$ cat src/rtl/core/rwoc_pkg.sv
`timescale 1ns / 1ps

package rwoc_pkg;

    // field widths fixed by the pixel and register formats
    localparam int CHAN_W   = 8;
    localparam int PIX_W    = 24;
    localparam int COORD_W  = 12;
    localparam int CFG_W    = 13;
    localparam int APB_AW   = 5;
    localparam int APB_DW   = 32;

    localparam int MAX_DIMENSION_DEF = 4096;

    // register indexes, taken from paddr[4:2]
    localparam logic [2:0] REG_OFFSET_X      = 3'd0;
    localparam logic [2:0] REG_OFFSET_Y      = 3'd1;
    localparam logic [2:0] REG_WINDOW_WIDTH  = 3'd2;
    localparam logic [2:0] REG_WINDOW_HEIGHT = 3'd3;
    localparam logic [2:0] REG_CANVAS_WIDTH  = 3'd4;
    localparam logic [2:0] REG_CANVAS_HEIGHT = 3'd5;

    typedef struct packed {
        logic [CHAN_W-1:0] source_red;
        logic [CHAN_W-1:0] source_green;
        logic [CHAN_W-1:0] source_blue;
        logic [CHAN_W-1:0] source_alpha;
        logic [PIX_W-1:0]  existing_pixel;
    } t_in_item;

    typedef struct packed {
        logic               write_enable;
        logic [COORD_W-1:0] canvas_x;
        logic [COORD_W-1:0] canvas_y;
        logic [PIX_W-1:0]   blended_pixel;
        logic               last;
    } t_out_item;

    // offsets are two's complement, dimensions unsigned
    typedef struct packed {
        logic [CFG_W-1:0] offset_x;
        logic [CFG_W-1:0] offset_y;
        logic [CFG_W-1:0] window_width;
        logic [CFG_W-1:0] window_height;
        logic [CFG_W-1:0] canvas_width;
        logic [CFG_W-1:0] canvas_height;
    } t_cfg;

    // geometry of one item, worked out at the input side
    typedef struct packed {
        logic               on_canvas;
        logic [COORD_W-1:0] x;
        logic [COORD_W-1:0] y;
        logic               last;
    } t_pos_info;

endpackage

$ cat src/rtl/core/rgba_window_over_compositor.sv
`timescale 1ns / 1ps

// channel   direction  handshake                     payload
// in        input      i_in_valid / o_in_ready       i_in_item  (t_in_item)
// out       output     o_out_valid / i_out_ready     o_out_item (t_out_item)
// config    input      psel, penable, pwrite, pready paddr, pwdata, prdata
//
// one item per cycle sustained while i_out_ready is held high; an accepted item passes
// the input register, then the result register, with the blend multipliers and
// divide-by-255 between them, before o_out_valid rises
// the window counters advance when an item is accepted and are cleared by reset
// reset (i_rst_n low, synchronous) empties both stages and loads register defaults
// each stage holds its item while the one after it is stalled

module rgba_window_over_compositor #(
    parameter int MAX_DIMENSION = rwoc_pkg::MAX_DIMENSION_DEF
) (
    input  logic                        i_clk,
    input  logic                        i_rst_n,
    input  logic                        i_in_valid,
    output logic                        o_in_ready,
    input  rwoc_pkg::t_in_item          i_in_item,
    output logic                        o_out_valid,
    input  logic                        i_out_ready,
    output rwoc_pkg::t_out_item         o_out_item,
    input  logic                        psel,
    input  logic                        penable,
    input  logic                        pwrite,
    input  logic [rwoc_pkg::APB_AW-1:0] paddr,
    input  logic [rwoc_pkg::APB_DW-1:0] pwdata,
    output logic [rwoc_pkg::APB_DW-1:0] prdata,
    output logic                        pready
);
    import rwoc_pkg::*;

    t_cfg      w_cfg;
    t_pos_info w_pos;
    t_out_item w_blend;
    logic      w_out_free;
    logic      w_s1_free;
    logic      w_in_accept;

    logic      r_s1_valid;
    t_in_item  r_s1_item;
    t_pos_info r_s1_pos;
    logic      r_out_valid;
    t_out_item r_out_item;

    // configuration registers
    rwoc_cfg u_cfg (
        .i_clk   (i_clk),
        .i_rst_n (i_rst_n),
        .psel    (psel),
        .penable (penable),
        .pwrite  (pwrite),
        .paddr   (paddr),
        .pwdata  (pwdata),
        .prdata  (prdata),
        .pready  (pready),
        .o_cfg   (w_cfg)
    );

    // window counters and clipping
    rwoc_position #(
        .MAX_DIMENSION (MAX_DIMENSION)
    ) u_position (
        .i_clk     (i_clk),
        .i_rst_n   (i_rst_n),
        .i_advance (w_in_accept),
        .i_cfg     (w_cfg),
        .o_pos     (w_pos)
    );

    // color mix on the registered item
    rwoc_blend u_blend (
        .i_item (r_s1_item),
        .i_pos  (r_s1_pos),
        .o_item (w_blend)
    );

    // stage flow control
    assign w_out_free  = !r_out_valid || i_out_ready;
    assign w_s1_free   = !r_s1_valid || w_out_free;
    assign w_in_accept = i_in_valid && w_s1_free;
    assign o_in_ready  = w_s1_free;

    always_ff @(posedge i_clk) begin
        if (!i_rst_n) begin
            r_s1_valid  <= 1'b0;
            r_out_valid <= 1'b0;
        end else begin
            if (w_s1_free) begin
                r_s1_valid <= i_in_valid;
            end
            if (w_out_free) begin
                r_out_valid <= r_s1_valid;
            end
        end
    end

    // payload registers
    always_ff @(posedge i_clk) begin
        if (w_in_accept) begin
            r_s1_item <= i_in_item;
            r_s1_pos  <= w_pos;
        end
        if (r_s1_valid && w_out_free) begin
            r_out_item <= w_blend;
        end
    end

    assign o_out_valid = r_out_valid;
    assign o_out_item  = r_out_item;

`ifndef SYNTHESIS
    // input stage only refuses an item when it is occupied
    a_ready_when_empty: assert property (@(posedge i_clk) disable iff (!i_rst_n)
        !o_in_ready |-> r_s1_valid)
        else $error("input refused while input stage empty");

    // a blocked input stage keeps its item
    a_s1_hold: assert property (@(posedge i_clk) disable iff (!i_rst_n)
        r_s1_valid && !w_out_free |=> r_s1_valid && $stable(r_s1_item))
        else $error("input stage item lost under stall");

    // no write means zero address and color
    a_no_write_zero: assert property (@(posedge i_clk) disable iff (!i_rst_n)
        o_out_valid && !o_out_item.write_enable |->
            o_out_item.canvas_x == '0 && o_out_item.canvas_y == '0 &&
            o_out_item.blended_pixel == '0)
        else $error("nonzero fields on a result without write");
`endif

endmodule

$ cat src/rtl/core/rwoc_cfg.sv
`timescale 1ns / 1ps

module rwoc_cfg (
    input  logic                       i_clk,
    input  logic                       i_rst_n,
    input  logic                       psel,
    input  logic                       penable,
    input  logic                       pwrite,
    input  logic [rwoc_pkg::APB_AW-1:0] paddr,
    input  logic [rwoc_pkg::APB_DW-1:0] pwdata,
    output logic [rwoc_pkg::APB_DW-1:0] prdata,
    output logic                       pready,
    output rwoc_pkg::t_cfg             o_cfg
);
    import rwoc_pkg::*;

    t_cfg             r_cfg;
    logic [2:0]       w_index;
    logic [CFG_W-1:0] w_wdata;
    logic [CFG_W-1:0] w_rdata;

    assign pready  = 1'b1;
    assign w_index = paddr[APB_AW-1:2];
    assign w_wdata = pwdata[CFG_W-1:0];
    assign o_cfg   = r_cfg;

    // register writes on the access phase
    always_ff @(posedge i_clk) begin
        if (!i_rst_n) begin
            r_cfg.offset_x      <= '0;
            r_cfg.offset_y      <= '0;
            r_cfg.window_width  <= CFG_W'(1);
            r_cfg.window_height <= CFG_W'(1);
            r_cfg.canvas_width  <= CFG_W'(1);
            r_cfg.canvas_height <= CFG_W'(1);
        end else if (psel && penable && pwrite) begin
            unique case (w_index)
                REG_OFFSET_X:      r_cfg.offset_x      <= w_wdata;
                REG_OFFSET_Y:      r_cfg.offset_y      <= w_wdata;
                REG_WINDOW_WIDTH:  r_cfg.window_width  <= w_wdata;
                REG_WINDOW_HEIGHT: r_cfg.window_height <= w_wdata;
                REG_CANVAS_WIDTH:  r_cfg.canvas_width  <= w_wdata;
                REG_CANVAS_HEIGHT: r_cfg.canvas_height <= w_wdata;
                default: ;
            endcase
        end
    end

    // read mux
    always_comb begin
        unique case (w_index)
            REG_OFFSET_X:      w_rdata = r_cfg.offset_x;
            REG_OFFSET_Y:      w_rdata = r_cfg.offset_y;
            REG_WINDOW_WIDTH:  w_rdata = r_cfg.window_width;
            REG_WINDOW_HEIGHT: w_rdata = r_cfg.window_height;
            REG_CANVAS_WIDTH:  w_rdata = r_cfg.canvas_width;
            REG_CANVAS_HEIGHT: w_rdata = r_cfg.canvas_height;
            default:           w_rdata = '0;
        endcase
    end

    assign prdata = {{(APB_DW-CFG_W){1'b0}}, w_rdata};

endmodule

$ cat src/rtl/core/rwoc_position.sv
`timescale 1ns / 1ps

module rwoc_position #(
    parameter int MAX_DIMENSION = rwoc_pkg::MAX_DIMENSION_DEF
) (
    input  logic                  i_clk,
    input  logic                  i_rst_n,
    input  logic                  i_advance,
    input  rwoc_pkg::t_cfg        i_cfg,
    output rwoc_pkg::t_pos_info   o_pos
);
    import rwoc_pkg::*;

    localparam int CNT_W = $clog2(MAX_DIMENSION);
    localparam int DIM_W = (CNT_W + 1 > CFG_W) ? CNT_W + 1 : CFG_W;
    localparam int SUM_W = DIM_W + 1;

    logic [CNT_W-1:0]        r_col;
    logic [CNT_W-1:0]        r_row;
    logic [CNT_W-1:0]        w_ww_m1;
    logic [CNT_W-1:0]        w_wh_m1;
    logic [CNT_W-1:0]        w_cw_m1;
    logic [CNT_W-1:0]        w_ch_m1;
    logic signed [SUM_W-1:0] w_dx;
    logic signed [SUM_W-1:0] w_dy;
    logic                    w_in_x;
    logic                    w_in_y;

    // dimension saturated to 1..MAX_DIMENSION, minus one
    function automatic logic [CNT_W-1:0] dim_m1(input logic [CFG_W-1:0] v);
        logic [DIM_W-1:0] vw;
        vw = DIM_W'(v);
        if (v == '0) begin
            return '0;
        end else if (vw > DIM_W'(MAX_DIMENSION)) begin
            return CNT_W'(MAX_DIMENSION - 1);
        end else begin
            return CNT_W'(v - 1'b1);
        end
    endfunction

    assign w_ww_m1 = dim_m1(i_cfg.window_width);
    assign w_wh_m1 = dim_m1(i_cfg.window_height);
    assign w_cw_m1 = dim_m1(i_cfg.canvas_width);
    assign w_ch_m1 = dim_m1(i_cfg.canvas_height);

    // canvas position = signed offset + window counter
    assign w_dx = $signed({{(SUM_W-CFG_W){i_cfg.offset_x[CFG_W-1]}}, i_cfg.offset_x})
                + $signed({{(SUM_W-CNT_W){1'b0}}, r_col});
    assign w_dy = $signed({{(SUM_W-CFG_W){i_cfg.offset_y[CFG_W-1]}}, i_cfg.offset_y})
                + $signed({{(SUM_W-CNT_W){1'b0}}, r_row});

    // clip against the canvas
    assign w_in_x = !w_dx[SUM_W-1] &&
                    (w_dx[SUM_W-2:0] <= {{(SUM_W-1-CNT_W){1'b0}}, w_cw_m1});
    assign w_in_y = !w_dy[SUM_W-1] &&
                    (w_dy[SUM_W-2:0] <= {{(SUM_W-1-CNT_W){1'b0}}, w_ch_m1});

    assign o_pos.on_canvas = w_in_x && w_in_y;
    assign o_pos.x         = w_dx[COORD_W-1:0];
    assign o_pos.y         = w_dy[COORD_W-1:0];
    assign o_pos.last      = (r_col == w_ww_m1) && (r_row == w_wh_m1);

    // raster counters, wrap at or beyond the last column or row of the window
    always_ff @(posedge i_clk) begin
        if (!i_rst_n) begin
            r_col <= '0;
            r_row <= '0;
        end else if (i_advance) begin
            if (r_col >= w_ww_m1) begin
                r_col <= '0;
                if (r_row >= w_wh_m1) begin
                    r_row <= '0;
                end else begin
                    r_row <= r_row + 1'b1;
                end
            end else begin
                r_col <= r_col + 1'b1;
            end
        end
    end

endmodule

$ cat src/rtl/core/rwoc_blend.sv
`timescale 1ns / 1ps

module rwoc_blend (
    input  rwoc_pkg::t_in_item    i_item,
    input  rwoc_pkg::t_pos_info   i_pos,
    output rwoc_pkg::t_out_item   o_item
);
    import rwoc_pkg::*;

    logic              w_we;
    logic              w_opaque;
    logic [CHAN_W-1:0] w_r;
    logic [CHAN_W-1:0] w_g;
    logic [CHAN_W-1:0] w_b;

    // (s*a + d*(255-a) + 127) / 255, divide by 255 done as add and shift
    function automatic logic [CHAN_W-1:0] mix_channel(
        input logic [CHAN_W-1:0] s,
        input logic [CHAN_W-1:0] d,
        input logic [CHAN_W-1:0] a
    );
        logic [CHAN_W-1:0] na;
        logic [15:0]       ps;
        logic [15:0]       pd;
        logic [16:0]       acc;
        logic [16:0]       q;
        na  = 8'hFF - a;
        ps  = {8'd0, s} * {8'd0, a};
        pd  = {8'd0, d} * {8'd0, na};
        acc = {1'b0, ps} + {1'b0, pd} + 17'd127;
        q   = (acc + 17'd1 + {8'd0, acc[16:8]}) >> 8;
        return q[CHAN_W-1:0];
    endfunction

    assign w_we     = i_pos.on_canvas && (i_item.source_alpha != '0);
    assign w_opaque = &i_item.source_alpha;

    // per-channel mix, source passes through when opaque
    always_comb begin
        if (w_opaque) begin
            w_r = i_item.source_red;
            w_g = i_item.source_green;
            w_b = i_item.source_blue;
        end else begin
            w_r = mix_channel(i_item.source_red,   i_item.existing_pixel[23:16],
                              i_item.source_alpha);
            w_g = mix_channel(i_item.source_green, i_item.existing_pixel[15:8],
                              i_item.source_alpha);
            w_b = mix_channel(i_item.source_blue,  i_item.existing_pixel[7:0],
                              i_item.source_alpha);
        end
    end

    // fields other than last read zero when nothing is written
    assign o_item.write_enable  = w_we;
    assign o_item.canvas_x      = w_we ? i_pos.x : '0;
    assign o_item.canvas_y      = w_we ? i_pos.y : '0;
    assign o_item.blended_pixel = w_we ? {w_r, w_g, w_b} : '0;
    assign o_item.last          = i_pos.last;

endmodule

$ cat config.mk
export PLATFORM = sky130hd
export DESIGN_NAME = rgba_window_over_compositor
export DESIGN_NICKNAME = d
export VERILOG_FILES = /design/src/rtl/core/rwoc_pkg.sv /design/src/rtl/core/rgba_window_over_compositor.sv /design/src/rtl/core/rwoc_cfg.sv /design/src/rtl/core/rwoc_position.sv /design/src/rtl/core/rwoc_blend.sv
export SDC_FILE = /design/constraint.sdc
export NUM_CORES = 1
export LEC_CHECK = 0
export ABC_AREA = 1
export BUFFER_PORTS_ARGS = -buffer_cell sky130_fd_sc_hd__buf_2
export CAP_MARGIN = 20
export CORE_MARGIN = 5
export CORE_UTILIZATION = 55
export CTS_CLUSTER_SIZE = 20
export DETAILED_ROUTE_END_ITERATION = 12
export GPL_TIMING_DRIVEN = 0
export MAX_ROUTING_LAYER = met4
export PLACE_DENSITY = 0.71
export RECOVER_POWER = 50
export SLEW_MARGIN = 20
export SYNTH_ARGS = -nofsm -noshare
export SYNTH_HDL_FRONTEND = slang
export SYNTH_HIERARCHICAL = 1
export SYNTH_SLANG_ARGS = --single-unit
$ cat constraint.sdc
create_clock -name i_clk -period 7.96 [get_ports i_clk]
set_clock_uncertainty 0.05 [all_clocks]
set_input_delay 0 -clock i_clk [delete_from_list [all_inputs] [get_ports i_clk]]
set_output_delay 0 -clock i_clk [all_outputs]
set_load 0.01 [all_outputs]
==> reports/metrics.yaml <==
rsz0062_at_grt: "true"
rrSetupSlack_ns: 0.38
routed-via-count: 25300
endpoint_kind: "register"
rows: 84
synth_cell_types: 60
final_nets: 4863
cts_buffer_depth: 3
die_area_sq_mm: 0.0578
htree_levels: 1
synth_cells: 3897
synth_area_sq_mm: 0.0292
status: "finished with violations"
overflow: 0
layout_commonest_cell: "nand2_1"
timing.rr.start: "r_s1_item[24]"
yosys_warnings: 6
clkSinkCount: 236
crit_fanout: 14
synth-edff-count: 132
min_to: "u_cfg/o_cfg[0]"
crit_top_cell: "fa_1"
post_drt_wl_per_cell_um: 16.6
cts_made_buffers: 29
dp_hpwl_mm: 64.2
drv_cap: 1
maxSlewHeadroom: -0.554
final.period_utilization: 0.953
fill_cells: 4851
port_buffers: 141
r2r_end: "o_out_item[19]"
cts_tree: "yes"
antenna_found_initial: 1
drive_above_1_share: 0.0705
vias_per_cell: 5.18
placed_area_sq_mm: 0.0310
diodes: 0
die_y_um: 240
grt_max_degree: 47
core_area_sq_mm: 0.0526
drv_slew: 46
synth-main-ff-cell: "edfxtp_1"
layout_common_cells: "917 x nand2_1, 793 x inv_1, 505 x nor2_1"
hold_start: "penable"
cts.reportedPaths.clkPinSlew_ns: 0.06
clk_latency_ns: 0.59
required_ns: 8.25
fmax_mhz: 132
start_kind: "register"
synthToLayoutAreaGrowth_pct: 11.8
first_pass_iters: 5
worst_ep_arrival_time_ns: 7.87
setup_viol: 0
grt_pass1_vias: 24600
fin_hold_ws_ns: 0.0455
ios: 185
worst_pin_slew_ns: 2.32
min_period_ns: 7.58
ant_nets: 0
hold_viol: 0
grt_pass1_wl_mm: 129
holdPathStages: 5
die_w_um: 240
dr.first_iter.drc_count: 1896
slowest_stage: "fa_1"
violations: "max-capacitance violations, max-slew violations"
wl_mm: 81.3
fin_area_sq_mm: 0.0326
start_util: 0.555
hp-class: "in -> reg"
ys_seq_area_frac: 0.207
place_congestion: 1.02
cts_root_buffer: "clkbuf_16"
max_stage_delay_ns: 0.55
async_flop_share: 0
reg2reg_depth: 29
path_class: "reg -> reg"
gr-usage-all-layers: 0.291
ys_ff_latch: 236
drc: 0
synth.avg_cell_area_sq_um: 7.49
==> critical path: cells and delay by family (launching register included) <==
kind / cells / cell delay (ns)
adders and majority gates: 8 / 3.50
and+or+nand+nor: 14 / 1.64
buffers and inverters: 4 / 0.98
DFF: 1 / 0.47
AOI/OAI and AO/OA: 2 / 0.37
xor gates and xnor gates: 1 / 0.29
==> routing by layer <==
| layer | GRT usage | vias up | share of wire |
|---|---|---|---|
| met4 | 0.123 | 0 | 0.053 |
| met5 | - | - | 0 |
| met1 | 0.364 | 11800 | 0.41 |
| met3 | 0.0365 | 178 | 0.059 |
| met2 | 0.481 | 804 | 0.48 |
| li1 | - | 12500 | - |
==> synth_stat cells, types with 4 or more instances <==
cell	n	share of area
nand2_1	917	0.12
inv_1	796	0.10
nor2_1	502	0.065
fa_1	314	0.22
ha_1	276	0.12
nand3_1	239	0.041
edfxtp_1	132	0.14
a21oi_1	122	0.021
dfxtp_1	104	0.071
nand4_1	71	0.015
clkbuf_1	63	0.0081
xor2_1	46	0.014
o21ai_0	45	0.0077
buf_4	34	0.0087
xnor2_1	27	0.0081
buf_2	21	0.0036
buf_1	18	0.0023
nor3_1	16	0.0027
nor2_2	12	0.0026
o21ai_1	11	0.0019
nand2_2	9	0.0019
nand3b_1	9	0.0023
nor4_1	9	0.0019
buf_6	7	0.0027
inv_2	7	0.00090
nor2_4	7	0.0027
a31oi_1	6	0.0013
nand3_2	6	0.0021
o21ai_2	6	0.0018
o21bai_1	6	0.0015
a21o_1	5	0.0013
o21a_1	5	0.0013
o31ai_1	4	0.0010
or2_2	4	0.00086
==> per-stage QoR <==
step / setup slack (ns) / std cells / util / setup TNS, ns
floorplan: 1.03 / 3915 / - / 0
global placement: -0.712 / 4744 / 0.587 / -10.42
detailed placement: -0.743 / 4748 / 0.589 / -10.24
CTS: 0.00172 / 4883 / 0.623 / 0
global route: -0.0159 / 4884 / 0.621 / -0.0159
finish: 0.377 / 4884 / 0.621 / 0
==> cell families (layout without fill, tap and decap cells) <==
logic type	count (synthesis)	after routing	synth area share
adder cells (fa/ha/maj)	590	590	0.334
XOR/XNOR	78	78	0.0247
buffers and inverters	953	1234	0.131
flip-flops	236	236	0.207
AO/OA/AOI/OAI	219	219	0.0417
AND/OR/NAND/NOR	1819	1819	0.262
other	2	20	0.000257
==> registers in the layout (all words and copies together) (netlist names) <==
name,cells
u_position/r_row,12
o_out_item,50
o_out_valid,1
r_s1_valid,1
r_s1_pos,26
r_s1_item,56
u_position/r_col,12
u_cfg/o_cfg,78
==> how the worst max path moves through the flow <==
stage | startpoint | endpoint | slack [ns] | cells past startpoint
after detailed placement | r_s1_item[26] | o_out_item[15] | -0.74 | 30
after CTS | r_s1_item[27] | o_out_item[7] | 0.002 | 30
after global placement | r_s1_item[26] | o_out_item[11] | -0.71 | 30
after global routing | r_s1_item[24] | o_out_item[10] | -0.02 | 31
after floorplan | r_s1_item[30] | o_out_item[15] | 1.03 | 32
final | r_s1_item[24] | o_out_item[19] | 0.38 | 29
==> what timing repair did <==
item,4_1_cts,5_1_grt
resized for setup,14,57
hold buffers,80,0
pin swaps,0,2
buffers inserted,8,6
endpoints found under the setup margin,23,23
endpoints found under the hold margin,153,0
==> layout make-up <==
class / instances / area (sq um) / area share
flip-flops and latches: 236 / 6050 / 0.185
repair buffers: 239 / 1570 / 0.0481
plain buffers: 134 / 769 / 0.0236
clock buffers: 42 / 818 / 0.0251
multi-input cells: 2726 / 19400 / 0.595
clock inverters: 12 / 105 / 0.00322
inverters: 807 / 3040 / 0.0933
well taps: 688 / 861 / 0.0264
Power is not shown: default switching activity piles up to over one toggle a cycle in this logic, so the estimate is an artifact.
